==> config.mk <==
export PLATFORM = sky130hd
export DESIGN_NAME = periodic_priority_task_dispatcher_top
export DESIGN_NICKNAME = d
export VERILOG_FILES = /design/src/hdl/ppd_pkg.sv /design/src/hdl/ppd_ram.sv /design/src/hdl/periodic_priority_task_dispatcher_top.sv
export SDC_FILE = /design/constraint.sdc
export NUM_CORES = 2
export LEC_CHECK = 0
export BUFFER_PORTS_ARGS = -buffer_cell sky130_fd_sc_hd__clkbuf_2
export CELL_PAD_IN_SITES_DETAIL_PLACEMENT = 1
export CELL_PAD_IN_SITES_GLOBAL_PLACEMENT = 2
export CORE_MARGIN = 10
export CORE_UTILIZATION = 49
export CTS_BUF_LIST = sky130_fd_sc_hd__clkbuf_4
export CTS_CLUSTER_DIAMETER = 80
export DETAILED_ROUTE_END_ITERATION = 6
export MAX_ROUTING_LAYER = met4
export PLACE_DENSITY = 0.91
export SLEW_MARGIN = 5
export SYNTH_ARGS = -nofsm -noshare
export SYNTH_HDL_FRONTEND = slang
export SYNTH_SLANG_ARGS = --single-unit
==> constraint.sdc <==
create_clock -name i_clk -period 24.7 [get_ports i_clk]
set_input_delay 7.41 -clock i_clk [delete_from_list [all_inputs] [get_ports i_clk]]
set_output_delay 7.41 -clock i_clk [all_outputs]
set_load 0.005 [all_outputs]
==> src/hdl/ppd_pkg.sv <==
package ppd_pkg;

    // Command codes on i_command
    localparam logic [2:0] CMD_ADD      = 3'd0;
    localparam logic [2:0] CMD_DISPATCH = 3'd1;
    localparam logic [2:0] CMD_FINISH   = 3'd2;
    localparam logic [2:0] CMD_DELAY    = 3'd3;
    localparam logic [2:0] CMD_DELETE   = 3'd4;

    // Result status codes
    localparam logic [1:0] ST_OK      = 2'd0;
    localparam logic [1:0] ST_FULL    = 2'd1;
    localparam logic [1:0] ST_NONE    = 2'd2;
    localparam logic [1:0] ST_INVALID = 2'd3;

    // Priority that is never started; also the starting value of the minimum search
    localparam logic [15:0] PRIO_NONE = 16'hffff;

    typedef enum logic [1:0] {
        MODE_SUSP    = 2'd0,
        MODE_READY   = 2'd1,
        MODE_RUN     = 2'd2,
        MODE_TIMEOUT = 2'd3
    } t_mode;

    typedef enum logic [2:0] {
        S_IDLE,
        S_ADD,
        S_DISP,
        S_PICK,
        S_RD,
        S_WR,
        S_DONE
    } t_state;

    // One slot of the task table as held in RAM
    typedef struct packed {
        logic [31:0] period;
        logic [15:0] priority_val;
        logic [31:0] budget;
        logic [31:0] start_time;
        logic [31:0] sleep;
        logic [31:0] runs;
    } t_slot_word;

    localparam int SLOT_W = $bits(t_slot_word);

endpackage

==> src/hdl/ppd_ram.sv <==
module ppd_ram #(
    parameter int WIDTH = 8,
    parameter int DEPTH = 16
) (
    input  logic                                 i_clk,
    input  logic                                 i_we,
    input  logic [(DEPTH > 1 ? $clog2(DEPTH) : 1)-1:0] i_waddr,
    input  logic [WIDTH-1:0]                     i_wdata,
    input  logic [(DEPTH > 1 ? $clog2(DEPTH) : 1)-1:0] i_raddr,
    output logic [WIDTH-1:0]                     o_rdata
);

    logic [WIDTH-1:0] r_mem [DEPTH];

    // Write one word, read one word with registered data
    always_ff @(posedge i_clk) begin
        if (i_we) begin
            r_mem[i_waddr] <= i_wdata;
        end
        o_rdata <= r_mem[i_raddr];
    end

endmodule

==> src/hdl/periodic_priority_task_dispatcher_top.sv <==
// Channel  | Direction | Handshake            | Word
// ---------+-----------+----------------------+-------------------------------------------
// command  | in        | start high, busy low | i_command, i_now_time, i_period,
//          |           |                      | i_priority_req, i_max_time, i_delay,
//          |           |                      | i_task_slot
// result   | out       | o_done, one cycle    | o_status, o_chosen_slot, o_overran
//
// Every command walks a small sequencer; busy stays high through the result cycle.
// Dispatch makes one table RAM read per slot through one shared ready/compare unit; add
// scans for the first free slot. Finish and delay do a read-modify-write of one RAM word;
// other commands go straight from idle to the result state.
// Reset is synchronous, active low; the table RAM needs no clearing pass.
// The receiver cannot stall: o_done is high for exactly one cycle per command.
module periodic_priority_task_dispatcher_top #(
    parameter int TASKS = 16
) (
    input  logic        i_clk,
    input  logic        i_rst_n,
    input  logic        start,
    output logic        busy,
    input  logic [2:0]  i_command,
    input  logic [31:0] i_now_time,
    input  logic [31:0] i_period,
    input  logic [15:0] i_priority_req,
    input  logic [31:0] i_max_time,
    input  logic [31:0] i_delay,
    input  logic [3:0]  i_task_slot,
    output logic        o_done,
    output logic [1:0]  o_status,
    output logic [3:0]  o_chosen_slot,
    output logic        o_overran
);

    import ppd_pkg::*;

    localparam int IW = (TASKS > 1) ? $clog2(TASKS) : 1;
    localparam logic [IW:0] LAST = (IW + 1)'(TASKS);

    // Control registers
    t_state          r_state, n_state;
    logic [TASKS-1:0] r_used, n_used;
    t_mode           r_mode [TASKS];
    t_mode           n_mode [TASKS];
    logic            r_run_v, n_run_v;
    logic [IW-1:0]   r_run_idx, n_run_idx;
    logic [31:0]     r_deadline, n_deadline;
    logic [IW:0]     r_idx, n_idx;
    logic            r_found, n_found;
    logic [1:0]      r_status, n_status;
    logic [3:0]      r_chosen, n_chosen;
    logic            r_over, n_over;

    // Payload registers
    logic [2:0]      r_cmd, n_cmd;
    logic [31:0]     r_now, n_now;
    logic [31:0]     r_per, n_per;
    logic [15:0]     r_pri, n_pri;
    logic [31:0]     r_bud, n_bud;
    logic [31:0]     r_dly, n_dly;
    logic [15:0]     r_best, n_best;
    logic [IW-1:0]   r_pick, n_pick;
    logic [31:0]     r_best_bud, n_best_bud;

    // Table RAM port
    logic            ram_we;
    logic [IW-1:0]   ram_waddr;
    t_slot_word      ram_wdata;
    logic [IW-1:0]   ram_raddr;
    logic [SLOT_W-1:0] ram_rdata;
    t_slot_word      rd;

    // Shared compare unit and walk helpers
    logic [IW-1:0]   cur_idx;
    logic [IW-1:0]   eval_idx;
    logic [31:0]     elapsed;
    logic [32:0]     need;
    logic            due;
    logic [31:0]     late_diff;
    logic            late;
    logic            sel_ok;
    logic [IW-1:0]   sel_idx;

    ppd_ram #(
        .WIDTH(SLOT_W),
        .DEPTH(TASKS)
    ) u_table (
        .i_clk   (i_clk),
        .i_we    (ram_we),
        .i_waddr (ram_waddr),
        .i_wdata (ram_wdata),
        .i_raddr (ram_raddr),
        .o_rdata (ram_rdata)
    );

    assign rd       = t_slot_word'(ram_rdata);
    assign cur_idx  = r_idx[IW-1:0];
    assign eval_idx = IW'(r_idx - (IW + 1)'(1));

    // Ready test: elapsed time against sleep plus period, widened so the sum never wraps
    assign elapsed = r_now - rd.start_time;
    assign need    = {1'b0, rd.sleep} + {1'b0, rd.period};
    assign due     = r_used[eval_idx] && ({1'b0, elapsed} >= need);

    // Overrun: now minus deadline is positive as a signed value
    assign late_diff = r_now - r_deadline;
    assign late      = (late_diff != 32'd0) && !late_diff[31];

    assign sel_ok  = ({5'd0, i_task_slot} < 9'(TASKS)) && r_used[IW'(i_task_slot)];
    assign sel_idx = IW'(i_task_slot);

    // Next state, table updates and RAM control
    always_comb begin
        n_state    = r_state;
        n_used     = r_used;
        n_mode     = r_mode;
        n_run_v    = r_run_v;
        n_run_idx  = r_run_idx;
        n_deadline = r_deadline;
        n_idx      = r_idx;
        n_found    = r_found;
        n_status   = r_status;
        n_chosen   = r_chosen;
        n_over     = r_over;
        n_cmd      = r_cmd;
        n_now      = r_now;
        n_per      = r_per;
        n_pri      = r_pri;
        n_bud      = r_bud;
        n_dly      = r_dly;
        n_best     = r_best;
        n_pick     = r_pick;
        n_best_bud = r_best_bud;
        ram_we     = 1'b0;
        ram_waddr  = cur_idx;
        ram_wdata  = rd;
        ram_raddr  = cur_idx;

        unique case (r_state)
            S_IDLE: begin
                if (start) begin
                    n_cmd    = i_command;
                    n_now    = i_now_time;
                    n_per    = i_period;
                    n_pri    = i_priority_req;
                    n_bud    = i_max_time;
                    n_dly    = i_delay;
                    n_status = ST_INVALID;
                    n_chosen = 4'd0;
                    n_over   = 1'b0;
                    n_idx    = '0;
                    n_state  = S_DONE;
                    unique case (i_command)
                        CMD_ADD: begin
                            n_state = S_ADD;
                        end
                        CMD_DISPATCH: begin
                            if (!r_run_v) begin
                                n_best  = PRIO_NONE;
                                n_found = 1'b0;
                                n_state = S_DISP;
                            end
                        end
                        CMD_FINISH, CMD_DELAY: begin
                            if (r_run_v) begin
                                n_state = S_RD;
                            end
                        end
                        CMD_DELETE: begin
                            // Free the slot and drop it as the running task
                            if (sel_ok) begin
                                n_used[sel_idx] = 1'b0;
                                n_mode[sel_idx] = MODE_SUSP;
                                if (r_run_v && (r_run_idx == sel_idx)) begin
                                    n_run_v = 1'b0;
                                end
                                n_status = ST_OK;
                            end
                        end
                        default: begin
                            n_state = S_DONE;
                        end
                    endcase
                end
            end

            S_ADD: begin
                // Scan for the first free slot; sleep and run count start at zero
                if (!r_used[cur_idx]) begin
                    ram_we               = 1'b1;
                    ram_waddr            = cur_idx;
                    ram_wdata.period     = r_per;
                    ram_wdata.priority_val = r_pri;
                    ram_wdata.budget     = r_bud;
                    ram_wdata.start_time = r_now;
                    ram_wdata.sleep      = 32'd0;
                    ram_wdata.runs       = 32'd0;
                    n_used[cur_idx]      = 1'b1;
                    n_mode[cur_idx]      = MODE_READY;
                    n_status             = ST_OK;
                    n_chosen             = 4'(cur_idx);
                    n_state              = S_DONE;
                end else if (r_idx == LAST - (IW + 1)'(1)) begin
                    n_status = ST_FULL;
                    n_state  = S_DONE;
                end else begin
                    n_idx = r_idx + (IW + 1)'(1);
                end
            end

            S_DISP: begin
                // Read slot r_idx while checking slot r_idx - 1 from the RAM output
                if (r_idx != '0) begin
                    if (due) begin
                        ram_we          = 1'b1;
                        ram_waddr       = eval_idx;
                        ram_wdata       = rd;
                        ram_wdata.sleep = 32'd0;
                        n_mode[eval_idx] = MODE_READY;
                    end
                    if (r_used[eval_idx] && (due || (r_mode[eval_idx] == MODE_READY)) &&
                        (rd.priority_val < r_best)) begin
                        n_best     = rd.priority_val;
                        n_pick     = eval_idx;
                        n_found    = 1'b1;
                        n_best_bud = rd.budget;
                    end
                end
                if (r_idx == LAST) begin
                    n_state = S_PICK;
                end else begin
                    n_idx = r_idx + (IW + 1)'(1);
                end
            end

            S_PICK: begin
                // Start the chosen task with its deadline
                if (r_found) begin
                    n_mode[r_pick] = MODE_RUN;
                    n_run_v        = 1'b1;
                    n_run_idx      = r_pick;
                    n_deadline     = r_now + r_best_bud;
                    n_status       = ST_OK;
                    n_chosen       = 4'(r_pick);
                end else begin
                    n_status = ST_NONE;
                end
                n_state = S_DONE;
            end

            S_RD: begin
                ram_raddr = r_run_idx;
                n_state   = S_WR;
            end

            S_WR: begin
                // Write back the running slot with a fresh start time
                ram_we               = 1'b1;
                ram_waddr            = r_run_idx;
                ram_wdata            = rd;
                ram_wdata.start_time = r_now;
                if (r_cmd == CMD_FINISH) begin
                    if (late) begin
                        n_mode[r_run_idx] = MODE_TIMEOUT;
                        n_over            = 1'b1;
                    end else begin
                        n_mode[r_run_idx] = MODE_SUSP;
                        ram_wdata.runs    = rd.runs + 32'd1;
                    end
                    n_run_v = 1'b0;
                end else begin
                    n_mode[r_run_idx] = MODE_SUSP;
                    ram_wdata.sleep   = r_dly;
                end
                n_status = ST_OK;
                n_state  = S_DONE;
            end

            S_DONE: begin
                n_state = S_IDLE;
            end
        endcase
    end

    // Control registers
    always_ff @(posedge i_clk) begin
        if (!i_rst_n) begin
            r_state    <= S_IDLE;
            r_used     <= '0;
            for (int i = 0; i < TASKS; i++) begin
                r_mode[i] <= MODE_SUSP;
            end
            r_run_v    <= 1'b0;
            r_run_idx  <= '0;
            r_deadline <= 32'd0;
            r_idx      <= '0;
            r_found    <= 1'b0;
            r_status   <= ST_OK;
            r_chosen   <= 4'd0;
            r_over     <= 1'b0;
        end else begin
            r_state    <= n_state;
            r_used     <= n_used;
            r_mode     <= n_mode;
            r_run_v    <= n_run_v;
            r_run_idx  <= n_run_idx;
            r_deadline <= n_deadline;
            r_idx      <= n_idx;
            r_found    <= n_found;
            r_status   <= n_status;
            r_chosen   <= n_chosen;
            r_over     <= n_over;
        end
    end

    // Payload registers
    always_ff @(posedge i_clk) begin
        r_cmd      <= n_cmd;
        r_now      <= n_now;
        r_per      <= n_per;
        r_pri      <= n_pri;
        r_bud      <= n_bud;
        r_dly      <= n_dly;
        r_best     <= n_best;
        r_pick     <= n_pick;
        r_best_bud <= n_best_bud;
    end

    assign busy          = (r_state != S_IDLE);
    assign o_done        = (r_state == S_DONE);
    assign o_status      = r_status;
    assign o_chosen_slot = r_chosen;
    assign o_overran     = r_over;

endmodule
==> reports/metrics.sh <==
FINAL-MAX-SLEW-VIOLATION-COUNT=0
FF2FF_PATH_DEPTH=23
R2R_SETUP_SLK_NS=15.05
DP_HPWL_MM=214
SYN_AREA_MM2=0.115
GRT_PASS1_VIAS=89200
IOPINCOUNT=163
R2R-START='u_table.o_rdata[145]'
SYNTH.YOSYS.SEQ_AREA_SHARE_PCT=69.4
POST_DP_CELL_AREA_MM2=0.120
FP_ROWS=178
YOSYS_MOST_USED_DFF='sky130_fd_sc_hd__edfxtp_1'
TRITONCTS_NUM_SINKS=2748
FLOORPLAN.DIE_AREA_MM2=0.255
GRT.TOTAL_USAGE_PCT=29.9
DRC=0
YS_WARN_COUNT=0
ACHIEVABLE-FREQUENCY_GHz=0.0984
POWER_FRAC_SEQ_PCT=43.2
WORSTPATHBUFFERINVERTERCOUNT=3
FINAL.SETUP.WORST_SLACK_NS=14.53
DESIGN.FINAL.NETS=10300
NFILLCELLS=24300
DETAILROUTE.VIA_COUNT=84900
TIMING_WORST_SLEW_PIN_VALUE_NS=1.44
POWER.SWITCHING_FRACTION_PCT=36.2
WORST_PATH_MAX_DELAY_CELL='sky130_fd_sc_hd__nor3_1'
FINAL_MIN_PERIOD_OVER_CLOCK_PERIOD_PCT=41.2
CLK_PATH_BUF_DEPTH=4
VIASPERCELL=6.18
WORST_IR_DROP_VDD_uV=70.6
TRITONCTS='yes'
SYNTH.AVG_CELL_AREA_UM2=12.1
CRIT_PATH_CELL_CHAIN='buf_4, nor3_1, inv_1, clkbuf_2'
WORST-SETUP-PATH-TYPE='reg -> out'
GRT_SETUP_UNREPAIRED='no'
CRITICAL_PATH_CELL_COUNT=4
CRITICAL_PATH.REG2REG.ENDPOINT='u_table.r_mem[4][135]'
SYNTH.NET_COUNT=9868
WORST_PATH_LARGEST_CELL_DELAY_NS=0.48
TIMING.CRITICAL_PATH.FROM='r_state[2]'
DIE_X_UM=505
NETSWITCHINGPOWER_W=0.00549
DRTITER0DRC=9262
WORSTSETUPENDPOINT='busy'
P_PER_AREA_mW_PER_MM2=118
HOLD_BUFFERS=0
GLOBALROUTE.TOTALOVERFLOW=0
POWER.CLOCK.FRACTION_PCT=26.9
INTERNAL_POWER_W=0.00968
PWR-SHARE-COMB_PCT=29.9
GPL.FINAL_WEIGHTED_CONGESTION=0.902
P_LEAK_nW=46.3
END_KIND='output port'
CLKSLEWWORSTSETUPHOLDPATHS_NS=0.08
NETLIST-CELL-TYPE-COUNT=89
MAX_SLEW_MARGIN_PCT=3.44
FLOORPLAN.INITIALDENSITY_PCT=49.2
CLK-INSERTION-DELAY-LATE_NS=1.46
CTS_ROOT_BUFFER='sky130_fd_sc_hd__clkbuf_4'
POST_CTS_BUFFERS=0
DRV_CAP=0
CRIT_PATH_MAX_FANOUT=34
HTREEDEPTH=6
CLASS_OF_THE_TIGHTEST_HOLD_OR_REMOVAL_CHECK='reg -> reg'
NUMBER_OF_ANTENNA_VIOLATIONS_AT_THE_FIRST_CHECK_IN_GLOBAL_ROUTING=29
FLOORPLAN.DIE.HEIGHT_UM=505
REPORT.FINAL.HOLD_VIOL_COUNT=0
CRITICAL_PATH.STARTPOINT_TYPE='flop'
ASYNC_RESET_FF_SHARE_PCT=0
DRTANTENNAVIOLNETS=0
YS_SEQ_ELEMENTS=2748
GRT_MAX_DEGREE=157
FINAL_STD_CELL_AREA_NO_FILL_MM2=0.129
CTS_INSERTED_BUFFERS=721
FIN_TNS_SETUP_NS=0
SYNTH_EDF_COUNT=2503
CRIT_ARRIVAL_NS=2.76
SETUP_VIOL=0
TIMING.CRITICAL_PATH.REQUIRED_NS=17.29
GRT_FIRST_PASS_WIRELENGTH_MM=569
ROUTEDWLPERCELL_UM=28.0
POST_CTS_RESIZED=0
CORE_AREA_MM2=0.235
FIN_CRIT_NS=10.17
DRT_FIRST_PASS_ITERS=6
DRIVE_GT1_SHARE_PCT=15.8
LAYOUT-AREA-OVERHEAD-VS-SYNTH_PCT=11.8
BUFFER_PORTS.INSERTED=162
FINALCLOCKSKEW_NS=0.150
CRITICAL-PATH-TOP-DELAY-FAMILY='buffers and inverters'
RUN_STATUS='completed'
POST_SYNTH_INST_COUNT=9533
P_TOTAL_W=0.0152
ROUTED_WIRELENGTH_MM=385
PRE_CTS_SLACK_NS=13.44
metal layers:
| layer | up-vias | GRT usage [%] | part of all wire [%] |
|---|---|---|---|
| met3 | 832 | 5.13 | 8.2 |
| li1 | 36400 | - | - |
| met5 | - | - | 0 |
| met1 | 43400 | 39.8 | 42 |
| met2 | 4222 | 46.7 | 47 |
| met4 | 0 | 10.5 | 3.1 |
Yosys cell counts (144+ instances only):
cell type / n / area (µm²)
sky130_fd_sc_hd__nand2_1: 2553 / 9580
sky130_fd_sc_hd__edfxtp_1: 2503 / 75200
sky130_fd_sc_hd__nand3_1: 1220 / 6110
sky130_fd_sc_hd__clkbuf_1: 554 / 2080
sky130_fd_sc_hd__a311oi_1: 302 / 2650
sky130_fd_sc_hd__a21oi_1: 251 / 1260
sky130_fd_sc_hd__dfxtp_1: 245 / 4900
sky130_fd_sc_hd__a31oi_1: 190 / 1190
sky130_fd_sc_hd__ha_1: 177 / 2210
sky130_fd_sc_hd__nor2_1: 174 / 653
sky130_fd_sc_hd__and3_1: 167 / 1040
sky130_fd_sc_hd__o21ai_0: 166 / 831
sky130_fd_sc_hd__inv_1: 144 / 541
power groups by stage:
stage | combinational, W | sequential, W | clock, W
after floorplan | 0.00290 | 0.00645 | 0
after global placement | 0.00417 | 0.00662 | 0
after detailed placement | 0.00443 | 0.00664 | 0
after CTS | 0.00447 | 0.00654 | 0.00414
after global routing | 0.00495 | 0.00656 | 0.00440
final | 0.00453 | 0.00656 | 0.00408
cell families after synthesis:
group	Yosys count	share of synthesized area [%]
compound gates	1283	7.84
xor+xnor	94	0.713
fa+ha+maj	181	1.99
buf+inv	766	2.53
flops	2748	69.4
mux	113	1.20
simple gates	4348	16.4
layout make-up:
class                      instances  area [µm²]  share of cell area (%)
antenna                           21        52.6                  0.0407
clock buffer                    1114        8360                    6.48
clock inverter                   196        1000                   0.776
inverter                         149         559                   0.433
multi-input combinational       6019       32700                    25.3
sequential                      2748       80100                    62.0
tap                             3150        3940                    3.05
timing repair buffer             337        2370                    1.84
worst register-to-register path, stage by stage, from the launching register on:
cell,delay [ns]
sky130_fd_sc_hd__dfxtp_1,0.42
sky130_fd_sc_hd__ha_1,0.34
sky130_fd_sc_hd__a21o_1,0.11
sky130_fd_sc_hd__a21oi_1,0.12
sky130_fd_sc_hd__o31a_1,0.37
sky130_fd_sc_hd__o41ai_1,1.00
sky130_fd_sc_hd__nand2_1,0.19
sky130_fd_sc_hd__a311oi_1,0.58
sky130_fd_sc_hd__a21bo_2,0.24
sky130_fd_sc_hd__a211o_1,0.12
sky130_fd_sc_hd__nand2_1,0.05
sky130_fd_sc_hd__ha_1,0.32
sky130_fd_sc_hd__nand3_1,0.13
sky130_fd_sc_hd__or3_1,0.42
sky130_fd_sc_hd__nor4_1,0.38
sky130_fd_sc_hd__a22oi_1,0.19
sky130_fd_sc_hd__a311oi_1,0.32
sky130_fd_sc_hd__o211ai_1,0.15
sky130_fd_sc_hd__buf_4,0.25
sky130_fd_sc_hd__or2_2,0.37
sky130_fd_sc_hd__o21ai_1,0.37
sky130_fd_sc_hd__nor4b_1,0.63
sky130_fd_sc_hd__nor2b_4,1.12
sky130_fd_sc_hd__buf_4,1.01
how the worst min path moves through the flow:
stage                                     from       endpoint  slack [ns]  cells after the start
final                     u_table.o_rdata[101]  r_best_bud[5]        0.44                      0
after global routing      u_table.o_rdata[101]  r_best_bud[5]        0.47                      0
after CTS                 u_table.o_rdata[101]  r_best_bud[5]        0.41                      0
after detailed placement  u_table.o_rdata[101]  r_best_bud[5]        0.41                      0
after global placement    u_table.o_rdata[102]  r_best_bud[6]        0.41                      0
after floorplan            u_table.o_rdata[96]  r_best_bud[0]        0.40                      0
layout by cell type (no fill, tap or decap), types with 166 or more instances in the layout:
| master | synthesis | final |
|---|---|---|
| sky130_fd_sc_hd__dfxtp_1 | 245 | 245 |
| sky130_fd_sc_hd__nand2_1 | 2553 | 2552 |
| sky130_fd_sc_hd__clkbuf_4 | 0 | 1114 |
| sky130_fd_sc_hd__a31oi_1 | 190 | 190 |
| sky130_fd_sc_hd__a21oi_1 | 251 | 249 |
| sky130_fd_sc_hd__edfxtp_1 | 2503 | 2503 |
| sky130_fd_sc_hd__a311oi_1 | 302 | 302 |
| sky130_fd_sc_hd__ha_1 | 177 | 177 |
| sky130_fd_sc_hd__nand3_1 | 1220 | 1219 |
| sky130_fd_sc_hd__and3_1 | 167 | 166 |
flip-flops by register name, indices dropped and copies added, names as in the netlist, 32 cells and up:
name	flops
u_table.o_rdata	144
r_dly	32
r_best_bud	32
r_bud	32
r_mode	32
u_table.r_mem	2304
r_now	32
r_deadline	32
r_per	32
per-stage QoR:
step | cells | hold slack (ns) | utilization (%)
3_5_place_dp | 12400 | 0.415 | 51.0
6_report | 13700 | 0.437 | 55.0
5_1_grt | 13700 | 0.467 | 55.0
4_1_cts | 13700 | 0.412 | 55.0
3_3_place_gp | 12400 | 0.414 | 51.0
2_1_floorplan | 9533 | 0.404 | -
Power figures use the tool's default switching activity.
